===== src/rtl/core/assert_macros.svh =====
// assertion macros used by the core top level
`ifndef ASSERT_MACROS_SVH
`define ASSERT_MACROS_SVH

// same-cycle implication, checked on every rising edge outside reset
`define AST_IMPL(label, ante, cons, msg) \
  label: assert property (@(posedge clk) disable iff (!rst_n) (ante) |-> (cons)) \
    else $error(msg);

// next-cycle implication
`define AST_NEXT(label, ante, cons, msg) \
  label: assert property (@(posedge clk) disable iff (!rst_n) (ante) |=> (cons)) \
    else $error(msg);

`endif


===== src/rtl/core/yfs_pkg.sv =====
// types, constants and helpers for the yuv frame store core
package yfs_pkg;

  localparam int MAX_WIDTH_DEF  = 512;
  localparam int MAX_HEIGHT_DEF = 512;

  localparam int COL_W  = 9;
  localparam int CFG_W  = 10;
  localparam int DIV_W  = 3;
  localparam int DIVQ_W = 10;
  localparam int SMP_W  = 8;
  localparam int CNT_W  = $clog2(DIVQ_W + 1);

  localparam int MAC_A_W = 18;
  localparam int MAC_B_W = 11;
  localparam int ACC_W   = 32;

  // conversion weights, 16 fraction bits
  localparam logic signed [MAC_A_W-1:0] K_RV = 18'sd92242;
  localparam logic signed [MAC_A_W-1:0] K_GU = 18'sd22643;
  localparam logic signed [MAC_A_W-1:0] K_GV = 18'sd46983;
  localparam logic signed [MAC_A_W-1:0] K_BU = 18'sd116589;
  localparam logic signed [MAC_B_W-1:0] CHROMA_MID = 11'sd128;

  localparam logic [CFG_W-1:0] RESET_WIDTH   = 10'd512;
  localparam logic [CFG_W-1:0] RESET_HEIGHT  = 10'd512;
  localparam logic [DIV_W-1:0] RESET_DIVISOR = 3'd2;

  typedef enum logic [1:0] {
    CFG_FRAME_WIDTH  = 2'd0,
    CFG_FRAME_HEIGHT = 2'd1,
    CFG_CHROMA_DIV   = 2'd2
  } cfg_idx_t;

  typedef enum logic [1:0] {
    DSEL_ROW = 2'd0,
    DSEL_COL = 2'd1,
    DSEL_WID = 2'd2
  } div_sel_t;

  typedef enum logic [0:0] {
    FUNC_WRITE = 1'b0,
    FUNC_READ  = 1'b1
  } func_t;

  typedef enum logic [3:0] {
    ST_IDLE,
    ST_DIV_GO,
    ST_DIV_WAIT,
    ST_LIDX,
    ST_CIDX,
    ST_MEM,
    ST_RED,
    ST_GU,
    ST_GV,
    ST_BLUE,
    ST_BF,
    ST_OUT
  } state_t;

  typedef struct packed {
    logic signed [MAC_A_W-1:0] a;
    logic signed [MAC_B_W-1:0] b;
    logic signed [ACC_W-1:0]   c;
  } mac_op_t;

  typedef struct packed {
    logic              done;
    logic [DIVQ_W-1:0] quot;
  } div_res_t;

  // negative gives 0, otherwise integer part saturated to 255
  function automatic logic [SMP_W-1:0] to_byte(input logic signed [ACC_W-1:0] acc);
    logic [SMP_W-1:0] res;
    if (acc[ACC_W-1]) begin
      res = '0;
    end else if (|acc[ACC_W-2:24]) begin
      res = '1;
    end else begin
      res = acc[23:16];
    end
    return res;
  endfunction

endpackage


===== src/rtl/core/yfs_mac.sv =====
// shared multiply-add unit: res = c + a * b, registered
module yfs_mac import yfs_pkg::*; (
  input  logic                    clk,
  input  mac_op_t                 op,
  output logic signed [ACC_W-1:0] res
);

  logic signed [ACC_W-1:0] res_r;
  logic signed [MAC_A_W+MAC_B_W-1:0] prod;

  assign prod = op.a * op.b;

  always_ff @(posedge clk) begin
    res_r <= op.c + ACC_W'(prod);
  end

  assign res = res_r;

endmodule


===== config.mk =====
export PLATFORM = sky130hd
export DESIGN_NAME = yfs_mac
export DESIGN_NICKNAME = d
export VERILOG_FILES = /design/src/rtl/core/assert_macros.svh /design/src/rtl/core/yfs_pkg.sv /design/src/rtl/core/yfs_mac.sv
export SDC_FILE = /design/constraint.sdc
export NUM_CORES = 1
export LEC_CHECK = 0
export ABC_AREA = 1
export BUFFER_PORTS_ARGS = -buffer_cell sky130_fd_sc_hd__buf_2
export CAP_MARGIN = 20
export CELL_PAD_IN_SITES_DETAIL_PLACEMENT = 0
export CELL_PAD_IN_SITES_GLOBAL_PLACEMENT = 1
export CORE_ASPECT_RATIO = 0.75
export CORE_MARGIN = 2
export CORE_UTILIZATION = 50
export DETAILED_ROUTE_END_ITERATION = 7
export PLACE_DENSITY = 0.92
export SLEW_MARGIN = 10
export SYNTH_ARGS = -nofsm -noshare
export SYNTH_HDL_FRONTEND = slang
export SYNTH_SLANG_ARGS = --single-unit

===== constraint.sdc =====
create_clock -name clk -period 7.78 [get_ports clk]
set_input_delay 0.389 -clock clk [delete_from_list [all_inputs] [get_ports clk]]
set_output_delay 0.389 -clock clk [all_outputs]
set_load 0.05 [all_outputs]

==> impl_metrics.json, run 1 <==
{
  "syn_to_final_growth_pct": 7.87,
  "grt_pass1_wl_um": 40600,
  "tritoncts": "done",
  "dieArea_um2": 21400,
  "cts_sinks": 32,
  "clk_pin_slew_ns": 0.05,
  "synth_nets": 1684,
  "cp.required_ns": 7.97,
  "portBuffers": 93,
  "cp.arrival_ns": 5.57,
  "crit_path_max_incr_delay_ns": 0.61,
  "drive_gt1_share_pct": 9.84,
  "instances_no_fill": 1640,
  "drv_cap": 0,
  "setup.worst_path.start_class": "input port",
  "antenna_found_initial": 0,
  "min_from": "op[0]",
  "routed_wl_um": 23100,
  "n_antenna_cell": 0,
  "hold_buffers": 0,
  "period_share_pct": 69.2,
  "numCtsBuffers": 5,
  "path_delay_family": "adder cells",
  "post_cts_resized": 0,
  "crit_type": "in2reg",
  "postSynthCellCount": 1320,
  "gp_congestion": 0.914,
  "vias": 7839,
  "gr-total-overflow": 0,
  "layout_min_cycle_time_ns": 5.38,
  "synth.avg_cell_area_um2": 7.66,
  "critPathSlowestCell": "nand2_1",
  "worst_pin_slew_ns": 0.829,
  "hold_end": "res[0]",
  "drt_iter0_markers": 448,
  "routedWlPerCell_um": 14.1,
  "end_kind": "flip-flop",
  "clockBufferDepth": 2,
  "synth_flop_cell": "dfxtp_1",
  "largest_register_ffs": 32,
  "status": "complete, no violations",
  "dp_cells": 1632,
  "grt_pass1_vias": 8418,
  "most-common-layout-cells": "inv_1 (432), nand2_1 (334), fa_1 (223)",
  "setup_viol": 0,
  "track_usage_pct": 23.9,
  "cts-root-buf": "clkbuf_16",
  "ant_nets": 0,
  "rsz0062_at_grt": "no",
  "die_w_um": 168,
  "path_buf_inv": 7,
  "dp_hpwl_um": 20000,
  "htree_levels": 2,
  "whs_path_depth": 2,
  "drc": 0,
  "die_y_um": 127,
  "path_cells": "buf_2 -> nand2_1 -> inv_1 -> fa_1 -> ha_1 -> inv_1 -> fa_1 -> inv_1 -> fa_1 -> inv_1 -> fa_1 -> inv_1 -> ha_1 -> nand2_1 -> inv_2 -> nand2_2 -> nor2_2 -> nand4_1 -> nand3_1 -> xor2_1",
  "start_util_pct": 50.4,
  "final_common_cell": "inv_1",
  "path_common_cell": "inv_1",
  "synth_seq_area_share_pct": 6.34,
  "syn_area_um2": 10100,
  "row_count": 45,
  "min_path_type": "in2reg",
  "finalHoldViolCount": 0,
  "grt_max_degree": 20,
  "ys_warn_count": 0,
  "synth_edf_count": 0,
  "cp_max_fo": 18,
  "fmax_mhz": 186,
  "finalWorstSetupSlack_ns": 2.40,
  "detailedPlace.worstSlack_ns": 2.07,
  "dr.pass1.iters": 5,
  "fin_nets": 1745,
  "top_level_ports": 94,
  "cts_setup_buffers": 0,
  "setup_tns_ns": 0,
  "core_area_um2": 20000,
  "ys_ff_latch": 32,
  "yosysUniqueCellTypes": 29,
  "async_flop_share_pct": 0,
  "vias_per_cell": 4.78,
  "relSlewSlack_pct": 44.6,
  "slew_viol_final": 0
}
-- per-stage QoR --
step | hold slack, ns | instance area, µm² | utilization [%]
final | 0.331 | 10900 | 54.4
after global routing | 0.331 | 10900 | 54.4
after CTS | 0.327 | 10900 | 54.4
after detailed placement | 0.619 | 10800 | 53.6
after global placement | 0.613 | 10800 | 53.6
after floorplan | 0.519 | 10100 | -
-- routing by layer --
| metal | part of all wire [%] | wire length (µm) | vias to the layer above | track usage [%] |
|---|---|---|---|---|
| li1 | - | - | 3791 | - |
| met1 | 46 | 10700 | 3797 | 33.7 |
| met2 | 47 | 10800 | 217 | 40.6 |
| met3 | 4.9 | 1140 | 34 | 2.51 |
| met4 | 1.8 | 428 | 0 | 4.77 |
| met5 | 0 | 0 | - | 0 |
-- layout make-up --
class / instances / area [µm²]
multi-input cells: 801 / 7640
repair buffers: 94 / 473
inverters: 447 / 1680
clock inverters: 1 / 7.51
fillers: 1918 / 9140
clock buffers: 7 / 143
well taps: 258 / 323
flip-flops and latches: 32 / 641
-- synth_stat cells (8+ instances only) --
library cell / number / share of area, %
inv_1: 432 / 16
dfxtp_1: 32 / 6.3
inv_2: 14 / 0.52
o21bai_1: 8 / 0.59
nand2_1: 334 / 12
fa_1: 223 / 44
xor2_1: 15 / 1.3
nor2_1: 45 / 1.7
a21oi_1: 19 / 0.94
nand4_1: 11 / 0.68
nand3_1: 29 / 1.4
ha_1: 79 / 9.8
clkbuf_1: 40 / 1.5
-- how the worst max path moves through the flow --
stage,to,start,cells past startpoint,slack [ns]
after floorplan,res[31],op[60],22,2.92
final,res[22],op[32],20,2.40
after detailed placement,res[22],op[32],20,2.07
after global routing,res[31],op[32],22,1.98
after global placement,res[22],op[32],20,2.00
after CTS,res[22],op[32],20,2.34
-- cell families after synthesis --
family	after synthesis	share of synthesized area [%]
buf+inv	487	18.1
flops	32	6.34
simple gates	446	18.0
fa+ha+maj	302	53.9
xor+xnor	17	1.47
compound gates	36	2.10
Power of run 1 is left out: the tool's default activity adds up to more than one toggle a clock period on the data nets, which glitch-free logic cannot reach.
==> run 2, diff against run 1 <==
Settings changed: CORE_UTILIZATION 50 to 47, PLACE_DENSITY 0.92 to 0.87.
Clock period 7.78 ns to 5.5 ns, I/O delays scaled along.
==> run 2 against run 1 <==
Via count down 0.33%. Die area up 6.2%. Design area up 1.1%. Critical path type unchanged. Critical endpoint is now res[31].
==> impl_metrics.json, run 2 (synthesis gave the netlist of run 1 again) <==
{
  "cp-startpoint": "op[36]",
  "path_delay_family": "adder cells",
  "vias": 7813,
  "largest_register_ffs": 32,
  "vias_per_cell": 4.66,
  "min_from": "op[0]",
  "relSlewSlack_pct": 67.4,
  "track_usage_pct": 23.0,
  "die_y_um": 131,
  "drv_cap": 0,
  "drt_iter0_markers": 406,
  "layout_min_cycle_time_ns": 4.99,
  "setup_viol": 0,
  "fill_cells": 2142,
  "min_path_type": "in2reg",
  "worst_pin_slew_ns": 0.490,
  "crit_type": "in2reg",
  "crit_path_max_incr_delay_ns": 0.70,
  "drc": 0,
  "final_common_cell": "inv_1",
  "holdWs_ns": 0.211,
  "start_util_pct": 47.8,
  "dieArea_um2": 22700,
  "cts_setup_buffers": 0,
  "dp_hpwl_um": 20900,
  "antenna_found_initial": 0,
  "row_count": 46,
  "seq_area_um2": 641,
  "clockBufferDepth": 2,
  "top_level_ports": 94,
  "dr.pass1.iters": 5,
  "grt_pass1_vias": 8578,
  "cp.arrival_ns": 5.17,
  "hold_buffers": 0,
  "path_common_cell": "fa_1",
  "setup_tns_ns": 0,
  "post_cts_resized": 0,
  "fmax_mhz": 200,
  "status": "complete, no violations",
  "ant_nets": 0,
  "tritoncts": "done",
  "slew_viol_final": 0,
  "die_w_um": 173,
  "drive_gt1_share_pct": 10.4,
  "end_kind": "flip-flop",
  "setup.worst_path.start_class": "input port",
  "path_buf_inv": 5,
  "clk_pin_slew_ns": 0.06,
  "multiInputGateArea_um2": 7640,
  "cts-root-buf": "clkbuf_16",
  "cts_sinks": 32,
  "path_cells": "buf_2 -> nand2_1 -> fa_1 -> inv_1 -> fa_1 -> fa_1 -> fa_1 -> inv_1 -> fa_1 -> inv_1 -> ha_1 -> nand2_1 -> nor2_1 -> inv_1 -> nor3_1 -> and2_1 -> nand2_1 -> nand3_1 -> nand2_1",
  "routedWlPerCell_um": 14.1,
  "finalHoldViolCount": 0,
  "gp_congestion": 0.862,
  "rsz0062_at_grt": "no",
  "fin_nets": 1752,
  "htree_levels": 2,
  "core_area_um2": 21100,
  "numCtsBuffers": 5,
  "critPathSlowestCell": "fa_1",
  "period_share_pct": 90.8,
  "grt_pass1_wl_um": 41200,
  "routed_wl_um": 23700,
  "grt_max_degree": 19,
  "most-common-layout-cells": "inv_1 (432), nand2_1 (334), fa_1 (223)",
  "syn_to_final_growth_pct": 9.09,
  "cp.required_ns": 5.68,
  "portBuffers": 93,
  "n_antenna_cell": 0,
  "gr-total-overflow": 0,
  "cp_max_fo": 18
}
-- run 2: cell count changes in the layout (fill, tap and decap cells not counted), sizes merged --
| cell | previous run | this run |
|---|---|---|
| buf | 94 | 101 |
| clkinvlp | 1 | 0 |
| bufinv | 0 | 1 |
-- run 2: cell type report --
type,count,area share [%]
inverters,447,15.2
flip-flops and latches,32,5.81
clock inverters,1,0.272
repair buffers,101,4.77
multi-input cells,801,69.3
well taps,288,3.27
clock buffers,7,1.38
-- run 2: worst paths after layout --
path / to / cells past startpoint
setup / recovery: res[31] / 19
hold / removal: res[0] / 2
-- run 2: per-layer routing --
metal  part of all wire (%)  GRT usage [%]  up-vias
met3                    4.9           2.23       33
met2                     49           42.8      215
met1                     44           29.2     3766
met5                      0              0        -
met4                    2.0           5.68        0
li1                       -              -     3799
-- run 2: per-stage QoR --
step                      worst slack [ns]  utilization (%)  instances  area [µm²]
after floorplan                      0.751                -       1320       10100
after global placement               0.308             51.3       1669       10800
after detailed placement             0.267             51.3       1669       10800
after CTS                            0.534             52.2       1677       11000
after global routing                 0.129             52.2       1677       11000
final                                0.507             52.2       1677       11000
Power of run 2 is left out for the same reason.
