### config.mk
export PLATFORM = sky130hd
export DESIGN_NAME = yfs_div
export DESIGN_NICKNAME = d
export VERILOG_FILES = /design/src/rtl/core/assert_macros.svh /design/src/rtl/core/yfs_pkg.sv /design/src/rtl/core/yfs_div.sv
export SDC_FILE = /design/constraint.sdc
export NUM_CORES = 1
export LEC_CHECK = 0
export BUFFER_PORTS_ARGS = -buffer_cell sky130_fd_sc_hd__buf_4
export CELL_PAD_IN_SITES_DETAIL_PLACEMENT = 1
export CELL_PAD_IN_SITES_GLOBAL_PLACEMENT = 2
export CORE_AREA = 10 10 69 71
export DETAILED_ROUTE_END_ITERATION = 12
export DIE_AREA = 0 0 79 81
export GPL_ROUTABILITY_DRIVEN = 0
export PLACE_DENSITY = 0.81
export SETUP_SLACK_MARGIN = 0.15
export SKIP_LAST_GASP = 1
export SYNTH_ARGS = -nofsm -noshare
export SYNTH_HDL_FRONTEND = slang
export SYNTH_SLANG_ARGS = --single-unit
### constraint.sdc
create_clock -name clk -period 1.7 [get_ports clk]
set_input_delay 0.17 -clock clk [delete_from_list [all_inputs] [get_ports clk]]
set_output_delay 0.17 -clock clk [all_outputs]
set_load 0.1 [all_outputs]
### src/rtl/core/assert_macros.svh
// assertion macros used by the core top level
`ifndef ASSERT_MACROS_SVH
`define ASSERT_MACROS_SVH

// same-cycle implication, checked on every rising edge outside reset
`define AST_IMPL(label, ante, cons, msg) \
  label: assert property (@(posedge clk) disable iff (!rst_n) (ante) |-> (cons)) \
    else $error(msg);

// next-cycle implication
`define AST_NEXT(label, ante, cons, msg) \
  label: assert property (@(posedge clk) disable iff (!rst_n) (ante) |=> (cons)) \
    else $error(msg);

`endif

### src/rtl/core/yfs_pkg.sv
// types, constants and helpers for the yuv frame store core
package yfs_pkg;

  localparam int MAX_WIDTH_DEF  = 512;
  localparam int MAX_HEIGHT_DEF = 512;

  localparam int COL_W  = 9;
  localparam int CFG_W  = 10;
  localparam int DIV_W  = 3;
  localparam int DIVQ_W = 10;
  localparam int SMP_W  = 8;
  localparam int CNT_W  = $clog2(DIVQ_W + 1);

  localparam int MAC_A_W = 18;
  localparam int MAC_B_W = 11;
  localparam int ACC_W   = 32;

  // conversion weights, 16 fraction bits
  localparam logic signed [MAC_A_W-1:0] K_RV = 18'sd92242;
  localparam logic signed [MAC_A_W-1:0] K_GU = 18'sd22643;
  localparam logic signed [MAC_A_W-1:0] K_GV = 18'sd46983;
  localparam logic signed [MAC_A_W-1:0] K_BU = 18'sd116589;
  localparam logic signed [MAC_B_W-1:0] CHROMA_MID = 11'sd128;

  localparam logic [CFG_W-1:0] RESET_WIDTH   = 10'd512;
  localparam logic [CFG_W-1:0] RESET_HEIGHT  = 10'd512;
  localparam logic [DIV_W-1:0] RESET_DIVISOR = 3'd2;

  typedef enum logic [1:0] {
    CFG_FRAME_WIDTH  = 2'd0,
    CFG_FRAME_HEIGHT = 2'd1,
    CFG_CHROMA_DIV   = 2'd2
  } cfg_idx_t;

  typedef enum logic [1:0] {
    DSEL_ROW = 2'd0,
    DSEL_COL = 2'd1,
    DSEL_WID = 2'd2
  } div_sel_t;

  typedef enum logic [0:0] {
    FUNC_WRITE = 1'b0,
    FUNC_READ  = 1'b1
  } func_t;

  typedef enum logic [3:0] {
    ST_IDLE,
    ST_DIV_GO,
    ST_DIV_WAIT,
    ST_LIDX,
    ST_CIDX,
    ST_MEM,
    ST_RED,
    ST_GU,
    ST_GV,
    ST_BLUE,
    ST_BF,
    ST_OUT
  } state_t;

  typedef struct packed {
    logic signed [MAC_A_W-1:0] a;
    logic signed [MAC_B_W-1:0] b;
    logic signed [ACC_W-1:0]   c;
  } mac_op_t;

  typedef struct packed {
    logic              done;
    logic [DIVQ_W-1:0] quot;
  } div_res_t;

  // negative gives 0, otherwise integer part saturated to 255
  function automatic logic [SMP_W-1:0] to_byte(input logic signed [ACC_W-1:0] acc);
    logic [SMP_W-1:0] res;
    if (acc[ACC_W-1]) begin
      res = '0;
    end else if (|acc[ACC_W-2:24]) begin
      res = '1;
    end else begin
      res = acc[23:16];
    end
    return res;
  endfunction

endpackage

### src/rtl/core/yfs_div.sv
// restoring divider by a 3-bit divisor, one quotient bit per cycle
module yfs_div import yfs_pkg::*; (
  input  logic              clk,
  input  logic              rst_n,
  input  logic              start,
  input  logic [DIVQ_W-1:0] dividend,
  input  logic [DIV_W-1:0]  divisor,
  output div_res_t          res
);

  logic [DIVQ_W-1:0] q_r, q_nxt;
  logic [DIV_W-1:0]  rem_r, rem_nxt;
  logic [DIV_W-1:0]  dsr_r;
  logic [CNT_W-1:0]  cnt_r, cnt_nxt;
  logic              done_r, done_nxt;
  logic [DIV_W:0]    trial;
  logic              qbit;

  always_comb begin
    trial    = {rem_r, q_r[DIVQ_W-1]};
    qbit     = (trial >= {1'b0, dsr_r});
    q_nxt    = {q_r[DIVQ_W-2:0], qbit};
    rem_nxt  = qbit ? DIV_W'(trial - {1'b0, dsr_r}) : trial[DIV_W-1:0];
    cnt_nxt  = cnt_r - CNT_W'(1);
    done_nxt = (cnt_r == CNT_W'(1));
  end

  always_ff @(posedge clk) begin
    if (!rst_n) begin
      cnt_r  <= '0;
      done_r <= 1'b0;
    end else if (start) begin
      cnt_r  <= CNT_W'(DIVQ_W);
      done_r <= 1'b0;
    end else if (cnt_r != '0) begin
      cnt_r  <= cnt_nxt;
      done_r <= done_nxt;
    end else begin
      done_r <= 1'b0;
    end
  end

  always_ff @(posedge clk) begin
    if (start) begin
      q_r   <= dividend;
      rem_r <= '0;
      dsr_r <= divisor;
    end else if (cnt_r != '0) begin
      q_r   <= q_nxt;
      rem_r <= rem_nxt;
    end
  end

  assign res.done = done_r;
  assign res.quot = q_r;

endmodule

==> flow_metrics.tcl, run 1 <==
set metrics [dict create \
    clk_pin_slew_ns 0.12 \
    arrival_ns 1.84 \
    critPathLaunchType "flip-flop" \
    sequentialPowerShare_pct 39.9 \
    final_antenna_net_count 0 \
    hold_slack_ns 0.0379 \
    finalWorstSetupSlack_ns -0.0704 \
    ir_drop_mv 0.628 \
    relSlewSlack_pct 65.5 \
    overflow 0 \
    failed_checks "setup timing" \
    syn_nets 95 \
    num_rows 22 \
    drive_gt1_share_pct 53.6 \
    p_leak_nw 0.543 \
    cts_inserted_buffers 3 \
    powerDensity_nw_per_um2 1270 \
    drc 0 \
    cp_max_fo 4 \
    p_sw_share_pct 40.5 \
    grt_usage_pct 7.52 \
    stdcell_area_sq_um 1350 \
    period_minus_slack_ns 1.77 \
    wl_per_cell_um 14.3 \
    netlist_top_cells_area "edfxtp_1, dfxtp_1, mux2_2" \
    clock-skew-final_ns 0.00428 \
    ctsRootBufferMaster "clkbuf_4" \
    slew_violations 0 \
    dp_hpwl_um 1790 \
    placed_area_sq_um 1260 \
    synth_area_leader_cell "edfxtp_1" \
    insertedDiodeCount 0 \
    nets 133 \
    use_met1_pct 7.65 \
    placed_cells 152 \
    grt_antenna_before_repair 0 \
    hold_class "input pin to flip-flop" \
    grt_max_degree 21 \
    synth_area_sq_um 961 \
    synthToLayoutAreaGrowth_pct 40.5 \
    vias 730 \
    clock_latency_ns 0.30 \
    use_met2_pct 13.1 \
    h-tree-depth 1 \
    first_iter_violations 4 \
    pwr-share-comb_pct 46.0 \
    first_pass_iters 2 \
    cts.sinks 21 \
    fin_crit_sh_pct 104 \
    die_height_um 81 \
    ys_seq_elements 21 \
    yosys_warnings 0 \
    synth_area_per_cell_sq_um 12.8 \
    grt_setup_unrepaired "true" \
    syn-instance-count 75 \
    port_buffers 26 \
    die_width_um 79 \
    hold_path_depth 1 \
    met3_usage_pct 3.75 \
    internal_power_mw 1.02 \
    finalSetupViolCount 3 \
    pin_count 27 \
    p_switching_mw 0.694 \
    wl_um 2280 \
    cts_tree "done" \
    avgViaCountPerCell 4.56 \
    fp.dieArea_sq_um 6400 \
    synth_top_area_share_pct 40.6 \
    timing.fmax_mhz 565 \
    hold_violations 0 \
    grt_pass1_wl_um 3870 \
    critPathKind "flip-flop to flip-flop" \
    worstMarginPinSlew_ns 0.518 \
    initial_utilization_pct 27.3 \
    grt-busiest-layer "met2" \
    rr_worst_depth 5 \
    yosysSeqAreaShare_pct 57.3 \
    fin_util_pct 38.3 \
    clockBufferDepth 2 \
    outcome "complete, but fails checks" \
    endpoint_kind "flip-flop" \
    grt_pass1_vias 812 \
    final_cell_count_no_fill 160 \
    cp.required_ns 1.77 \
    max_cap_violations 0 \
    floorplan.core_area_sq_um 3520 \
    power.share.clock_pct 14.1 \
    synth.distinct_cells 30 \
]
[cell usage in the layout, fill, tap and decap left out, drive strengths merged, types with 2 or more instances in the layout]
cell type	netlist	final
a21oi	5	5
buf	2	36
clkbuf	1	4
dfxtp	8	8
edfxtp	13	13
ha	3	3
inv	5	5
mux2	10	10
nand2	3	3
nand2b	2	2
nor2	2	2
nor2b	2	2
o21ai	3	3
[power groups by stage]
stage          clock (mW)  sequential, mW  combinational [mW]
6_report            0.242           0.685               0.788
5_1_grt             0.269           0.700               0.834
4_1_cts             0.259           0.682               0.771
3_5_place_dp            0           0.693               0.722
3_3_place_gp            0           0.690               0.701
2_1_floorplan           0           0.982               0.221
[cells in the mapped netlist]
cell      instances
o21ai_0           3
dfxtp_1           8
nor4b_1           1
inv_1             5
fa_1              1
o21a_1            1
and3_1            1
nor2b_1           2
nor2_1            2
a21boi_0          1
o31ai_1           1
buf_4             1
o31a_1            1
a211oi_1          1
or3_4             1
a21oi_1           5
o311a_1           1
ha_1              3
edfxtp_1         13
mux2_2           10
nor3_1            1
nand2_1           3
buf_2             1
o211ai_1          1
nor4_2            1
clkbuf_1          1
or2_4             1
nand2b_1          2
nand3b_1          1
nand3_1           1
[area by class of cell]
type / instances / area (sq um)
fillers: 415 / 2170
flip-flops and latches: 21 / 551
multi-input cells: 46 / 420
repair buffers: 36 / 274
well taps: 48 / 60.1
clock buffers: 4 / 26.3
inverters: 5 / 18.8
[cell families after synthesis]
kind of cell / after synthesis / synth area share, %
buffers and inverters: 8 / 3.65
and+or+nand+nor: 17 / 11.3
adders and majority gates: 4 / 5.99
muxes: 10 / 11.7
AOI/OAI and AO/OA: 15 / 10.0
DFF: 21 / 57.3
[what timing repair did]
action                     in CTS  in global routing
hold endpoints to repair        0                  0
hold buffers                    0                  0
pin swaps                       2                  8
setup endpoints to repair       4                  4
setup buffers                   3                  1
gates resized for setup         3                  3
[registers in the layout, summed over array words and instances, names as in the netlist]
signal and count:
q_r 10, cnt_r 4, dsr_r 3, rem_r 3
done_r 1
[layer usage]
| metal | up-vias | part of all wire, % | wire length [um] |
|---|---|---|---|
| met5 | - | 0 | 0 |
| met4 | 0 | 0.92 | 21 |
| met3 | 2 | 9.6 | 219 |
| met2 | 24 | 50 | 1140 |
| met1 | 356 | 40 | 904 |
| li1 | 348 | - | - |
[worst max-delay path, cell delays in order, from the launching register on]
cell and delay, ns:
edfxtp_1 0.42, inv_2 0.09, ha_4 0.21, and3_4 0.15
or3_4 0.40, mux2_2 0.27
[worst paths after layout]
check / start / end / slack (ns)
hold reg to reg: rem_r[2] / rem_r[2] / 0.49
setup reg to reg: q_r[9] / q_r[0] / -0.07
setup / recovery: q_r[9] / q_r[0] / -0.07
hold / removal: divisor[0] / dsr_r[0] / 0.04
[through the flow]
stage | TNS, ns | power (mW) | setup WS [ns]
floorplan | -1.91 | 1.20 | -0.577
global placement | -0.00401 | 1.39 | -0.00401
detailed placement | -0.118 | 1.41 | -0.0628
CTS | -0.163 | 1.71 | -0.0649
global route | -0.386 | 1.80 | -0.138
finish | -0.127 | 1.72 | -0.0704
Note: power is estimated with default switching activity, not from simulation.
==> inputs of run 2 (changes only) <==
--- a/config.mk
+++ b/config.mk
@@ -14,4 +14,5 @@
 export GPL_ROUTABILITY_DRIVEN = 0
 export PLACE_DENSITY = 0.81
+export RECOVER_POWER = 50
 export SETUP_SLACK_MARGIN = 0.15
 export SKIP_LAST_GASP = 1
==> constraint.sdc (replaced) <==
create_clock -name clk -period 1.7 [get_ports clk]
set_input_delay 0.255 -clock clk [delete_from_list [all_inputs] [get_ports clk]]
set_output_delay 0.255 -clock clk [all_outputs]
set_load 0.1 [all_outputs]
==> run 2 against run 1 <==
  * The run still ends with setup timing left
  * Global-route usage shrank 0.13 points
  * Final cell count shrank 0.63%
  * Final area shrank 3.2%
  * Critical path type unchanged
  * Largest power group unchanged
  * Highest routed layer is now met3
==> flow_metrics.tcl, run 2 (synthesized netlist as in run 1, its figures left out) <==
set metrics [dict create \
    drc 0 \
    grt_usage_pct 7.39 \
    cts_inserted_buffers 3 \
    hold_slack_ns 0.146 \
    critPathLaunchType "flip-flop" \
    grt_max_degree 15 \
    finalSetupViolCount 2 \
    hold_violations 0 \
    rr_worst_depth 6 \
    fin_crit_sh_pct 104 \
    whs_endpoint "dsr_r[2]" \
    clock-skew-final_ns 0.00398 \
    wl_um 2300 \
    avgViaCountPerCell 4.48 \
    sequentialPowerShare_pct 41.2 \
    insertedDiodeCount 0 \
    num_rows 22 \
    r2r_setup_slack_ns -0.07 \
    drive_gt1_share_pct 49.5 \
    floorplan.core_area_sq_um 3520 \
    die_width_um 79 \
    ctsRootBufferMaster "clkbuf_4" \
    fp.dieArea_sq_um 6400 \
    place_ws_ns -0.0543 \
    vias 712 \
    hold_class "input pin to flip-flop" \
    outcome "complete, but fails checks" \
    grt_pass1_vias 864 \
    final_antenna_net_count 0 \
    clock_latency_ns 0.30 \
    finalWorstSetupSlack_ns -0.0665 \
    die_height_um 81 \
    p_sw_share_pct 40.8 \
    multi_input_area_sq_um 392 \
    slew_violations 0 \
    pwr-share-comb_pct 44.3 \
    internal_power_mw 0.980 \
    failed_checks "setup timing" \
    hp-start "divisor[2]" \
    grt_antenna_before_repair 0 \
    first_iter_violations 14 \
    port_buffers 26 \
    nets 132 \
    timing.rr.end "q_r[0]" \
    max_cap_violations 0 \
    placed_cells 153 \
    p_leak_nw 0.535 \
    wl_per_cell_um 14.5 \
    power.share.clock_pct 14.5 \
    num-fill-cells 423 \
    final_cell_mix "buf_4, edfxtp_1, mux2_2, dfxtp_1, clkbuf_4" \
    ff_latch_area_sq_um 551 \
    relSlewSlack_pct 64.0 \
    hold_buffers 0 \
    fin_tns_setup_ns -0.118 \
    cp.required_ns 1.77 \
    largest_reg_flops 10 \
    p_switching_mw 0.676 \
    max_flop_register "q_r" \
    grt_setup_unrepaired "true" \
    clockBufferDepth 2 \
    final_cell_count_no_fill 159 \
    overflow 0 \
    mostFrequentLayoutCell "buf_4" \
    initial_utilization_pct 27.3 \
    pin_count 27 \
    grt_pass1_wl_um 3860 \
    endpoint_kind "flip-flop" \
    r2r-start "q_r[9]" \
    period_minus_slack_ns 1.77 \
    reg.largest.list "q_r: 10 flops, cnt_r: 4 flops" \
    worstMarginPinSlew_ns 0.542 \
    cts_tree "done" \
    dp_hpwl_um 1840 \
    ir_drop_mv 0.955 \
    hold_path_depth 1 \
    synthToLayoutAreaGrowth_pct 36.1 \
    arrival_ns 1.83 \
    powerDensity_nw_per_um2 1270 \
    clk_pin_slew_ns 0.12 \
    critPathKind "flip-flop to flip-flop" \
    cp_max_fo 4 \
    cts.sinks 21 \
    timing.fmax_mhz 566 \
    first_pass_iters 4 \
    h-tree-depth 1 \
]
-- run 2: cell count changes in the layout (fill, tap and decap cells not counted), sizes merged --
cell / change
buf: -5
clkbuf: +4
-- run 2: area by class of cell --
class	instances	share of cell area, %
well taps	48	4.59
clock buffers	4	2.01
multi-input cells	46	30.0
flip-flops and latches	21	42.1
inverters	5	1.44
repair buffers	35	19.9
-- run 2: repair_timing --
item	in CTS	in global routing
hold endpoints to repair	0	0
gates resized for setup	0	1
buffers inserted	1	1
endpoints found under the setup margin	4	4
-- run 2: per-stage QoR --
step	cell area (sq um)	utilization [%]	power, mW
floorplan	978	-	1.20
global placement	1270	36.0	1.39
detailed placement	1270	36.0	1.42
CTS	1300	37.0	1.67
global route	1310	37.1	1.74
finish	1310	37.1	1.66
-- run 2: metal layers --
metal	global-route usage, %	vias to the layer above	share of wire [%]
met2	13.0	24	49
met3	5.19	0	13
met1	7.15	342	38
li1	-	346	-
met4	1.08	0	0
met5	0	-	0
-- run 2: worst max path at each step --
stage | startpoint | endpoint | slack (ns)
after global placement | q_r[9] | q_r[0] | -0.004
after global routing | q_r[9] | q_r[0] | -0.12
final | q_r[9] | q_r[0] | -0.07
after floorplan | q_r[9] | q_r[0] | -0.58
after detailed placement | q_r[9] | q_r[0] | -0.05
after CTS | dsr_r[2] | q_r[0] | -0.06
-- run 2: power groups by stage --
stage	clock [mW]	sequential [mW]	combinational (mW)
finish	0.241	0.682	0.734
global route	0.270	0.694	0.777
CTS	0.254	0.682	0.730
detailed placement	0	0.693	0.723
global placement	0	0.690	0.702
floorplan	0	0.982	0.221
-- run 2: worst max-delay path, stage by stage (launching register included) --
cell and delay [ns]:
edfxtp_1 0.43, inv_2 0.08, ha_4 0.12, fa_2 0.20
nor2b_2 0.05, or3_4 0.39, mux2_2 0.27
==> inputs of run 3 (changes only) <==
CORE_AREA = 10 10 64 66   (was 10 10 69 71)
DIE_AREA = 0 0 74 76   (was 0 0 79 81)
PLACE_DENSITY = 0.9   (was 0.81)
clock period = 2.25 ns   (was 1.7 ns; I/O delays follow)
==> run 3 against run 2 <==
  * The run now ends clean
  * Final area fell by 6.5%
  * Worst setup slack improved by 0.44 ns
  * Count of clock-buffer cells in the layout is 1 lower
==> flow_metrics.tcl, run 3 (synthesized netlist as in run 1, its figures left out) <==
set metrics [dict create \
    outcome "completed" \
    ctsResizeCount 0 \
    arrival_ns 1.54 \
    nets 124 \
    hold_buffers 0 \
    path_cells "clkbuf_1" \
    mostFrequentLayoutCell "buf_4" \
    final_antenna_net_count 0 \
    path_depth 1 \
    die_width_um 74 \
    grt_usage_pct 7.72 \
    grt_antenna_before_repair 0 \
    reg.largest.list "q_r: 10 flops, cnt_r: 4 flops" \
    critPathBufInv 1 \
    ctsRootBufferMaster "clkbuf_4" \
    endpoint_kind "primary output" \
    ir_drop_mv 0.484 \
    num_rows 20 \
    cts.sinks 21 \
    insertedDiodeCount 0 \
    p_leak_nw 0.488 \
    grt_max_degree 21 \
    fp.dieArea_sq_um 5620 \
    cp_max_fo 2 \
    cts_setup_buffers 0 \
    first_iter_violations 5 \
    grt_pass1_vias 763 \
    final_cell_mix "buf_4, edfxtp_1, mux2_2, dfxtp_1, clkbuf_4" \
    drive_gt1_share_pct 43.7 \
    hold_path_depth 1 \
    relSlewSlack_pct 21.6 \
    stdcell_area_sq_um 1220 \
    wl_per_cell_um 14.9 \
    period_minus_slack_ns 1.87 \
    clk_pin_slew_ns 0.11 \
    grt_pass1_wl_um 3480 \
    clock-skew-final_ns 0.00159 \
    cts_tree "done" \
    pin_count 27 \
    max_cap_violations 0 \
    slew_violations 0 \
    powerDensity_nw_per_um2 972 \
    drc 0 \
    port_buffers 26 \
    grt_setup_unrepaired "false" \
    rr_worst_depth 5 \
    placed_cells 132 \
    h-tree-depth 1 \
    final_cell_count_no_fill 136 \
    cts_inserted_buffers 3 \
    overflow 0 \
    avgViaCountPerCell 5.00 \
    cp_slowest_cell "clkbuf_1" \
    floorplan.core_area_sq_um 2930 \
    vias 680 \
    largest_reg_flops 10 \
    worstMarginPinSlew_ns 1.18 \
    dp_hpwl_um 1670 \
    die_height_um 76 \
    cpLargestDelayFamily "buffers and inverters" \
    critPathKind "flip-flop to primary output" \
    synthToLayoutAreaGrowth_pct 27.2 \
    clock_latency_ns 0.30 \
    wl_um 2030 \
    hold_class "input pin to flip-flop" \
    first_pass_iters 2 \
    cpPeakStageDelay_ns 0.88 \
    fin_crit_sh_pct 83.2 \
    initial_utilization_pct 32.8 \
    cp.required_ns 1.91 \
    finalSetupViolCount 0 \
    critPathLaunchType "flip-flop" \
    max_flop_register "q_r" \
    clockBufferDepth 2 \
    placed_area_sq_um 1210 \
    timing.fmax_mhz 534 \
    hold_violations 0 \
]
[run 3: changes by cell type in the layout (fill, tap and decap cells not counted)]
cell	before	now
a211oi_1	0	1
a211oi_2	1	0
buf_4	31	21
clkbuf_1	1	3
clkbuf_2	1	0
clkinv_2	0	1
nor4_1	1	0
nor4_2	0	1
[run 3: layer usage]
metal	GRT usage, %	vias up	wire length (um)
li1	-	330	-
met1	8.15	325	792
met2	11.9	23	994
met3	4.17	2	231
met4	3.92	0	12
met5	0	-	0
[run 3: cell type report]
class	count	area (sq um)
Timing Repair Buffer	27	191
Tap cell	33	41.3
Clock inverter	1	5.00
Sequential cell	21	551
Inverter	5	18.8
Clock buffer	3	22.5
Multi-Input combinational cell	46	393
Fill cell	321	1710
[run 3: worst reg2reg max path: cells and delay by family (launching register included)]
family | cells | cell delay, ns
adder cells (fa/ha/maj) | 1 | 0.23
buffers and inverters | 1 | 0.08
flip-flops | 1 | 0.44
multiplexers | 1 | 0.27
AND/OR/NAND/NOR | 2 | 0.55
[run 3: path summary, 6_finish.rpt]
kind | startpoint | endpoint | slack [ns]
worst min register to register | rem_r[2] | rem_r[2] | 0.47
worst min-delay path | divisor[0] | dsr_r[0] | 0.23
worst max register to register | dsr_r[1] | q_r[0] | 0.45
worst max-delay path | q_r[1] | res[1] | 0.38
[run 3: power breakdown]
group	total [mW]	switching, mW	internal (mW)
Sequential	0.515	0.0398	0.475
Clock	0.177	0.111	0.0662
Combinational	0.496	0.340	0.155
[run 3: metrics by stage]
stage	hold WS (ns)	setup WS [ns]	setup TNS [ns]	util (%)	power [mW]
finish	0.229	0.377	0	41.8	1.19
detailed placement	0.461	0.442	0	41.2	1.03
global placement	0.450	0.507	0	41.2	1.02
global route	0.201	0.301	0	41.8	1.27
CTS	0.188	0.435	0	42.1	1.22
floorplan	0.436	-0.0266	-0.0266	-	0.909
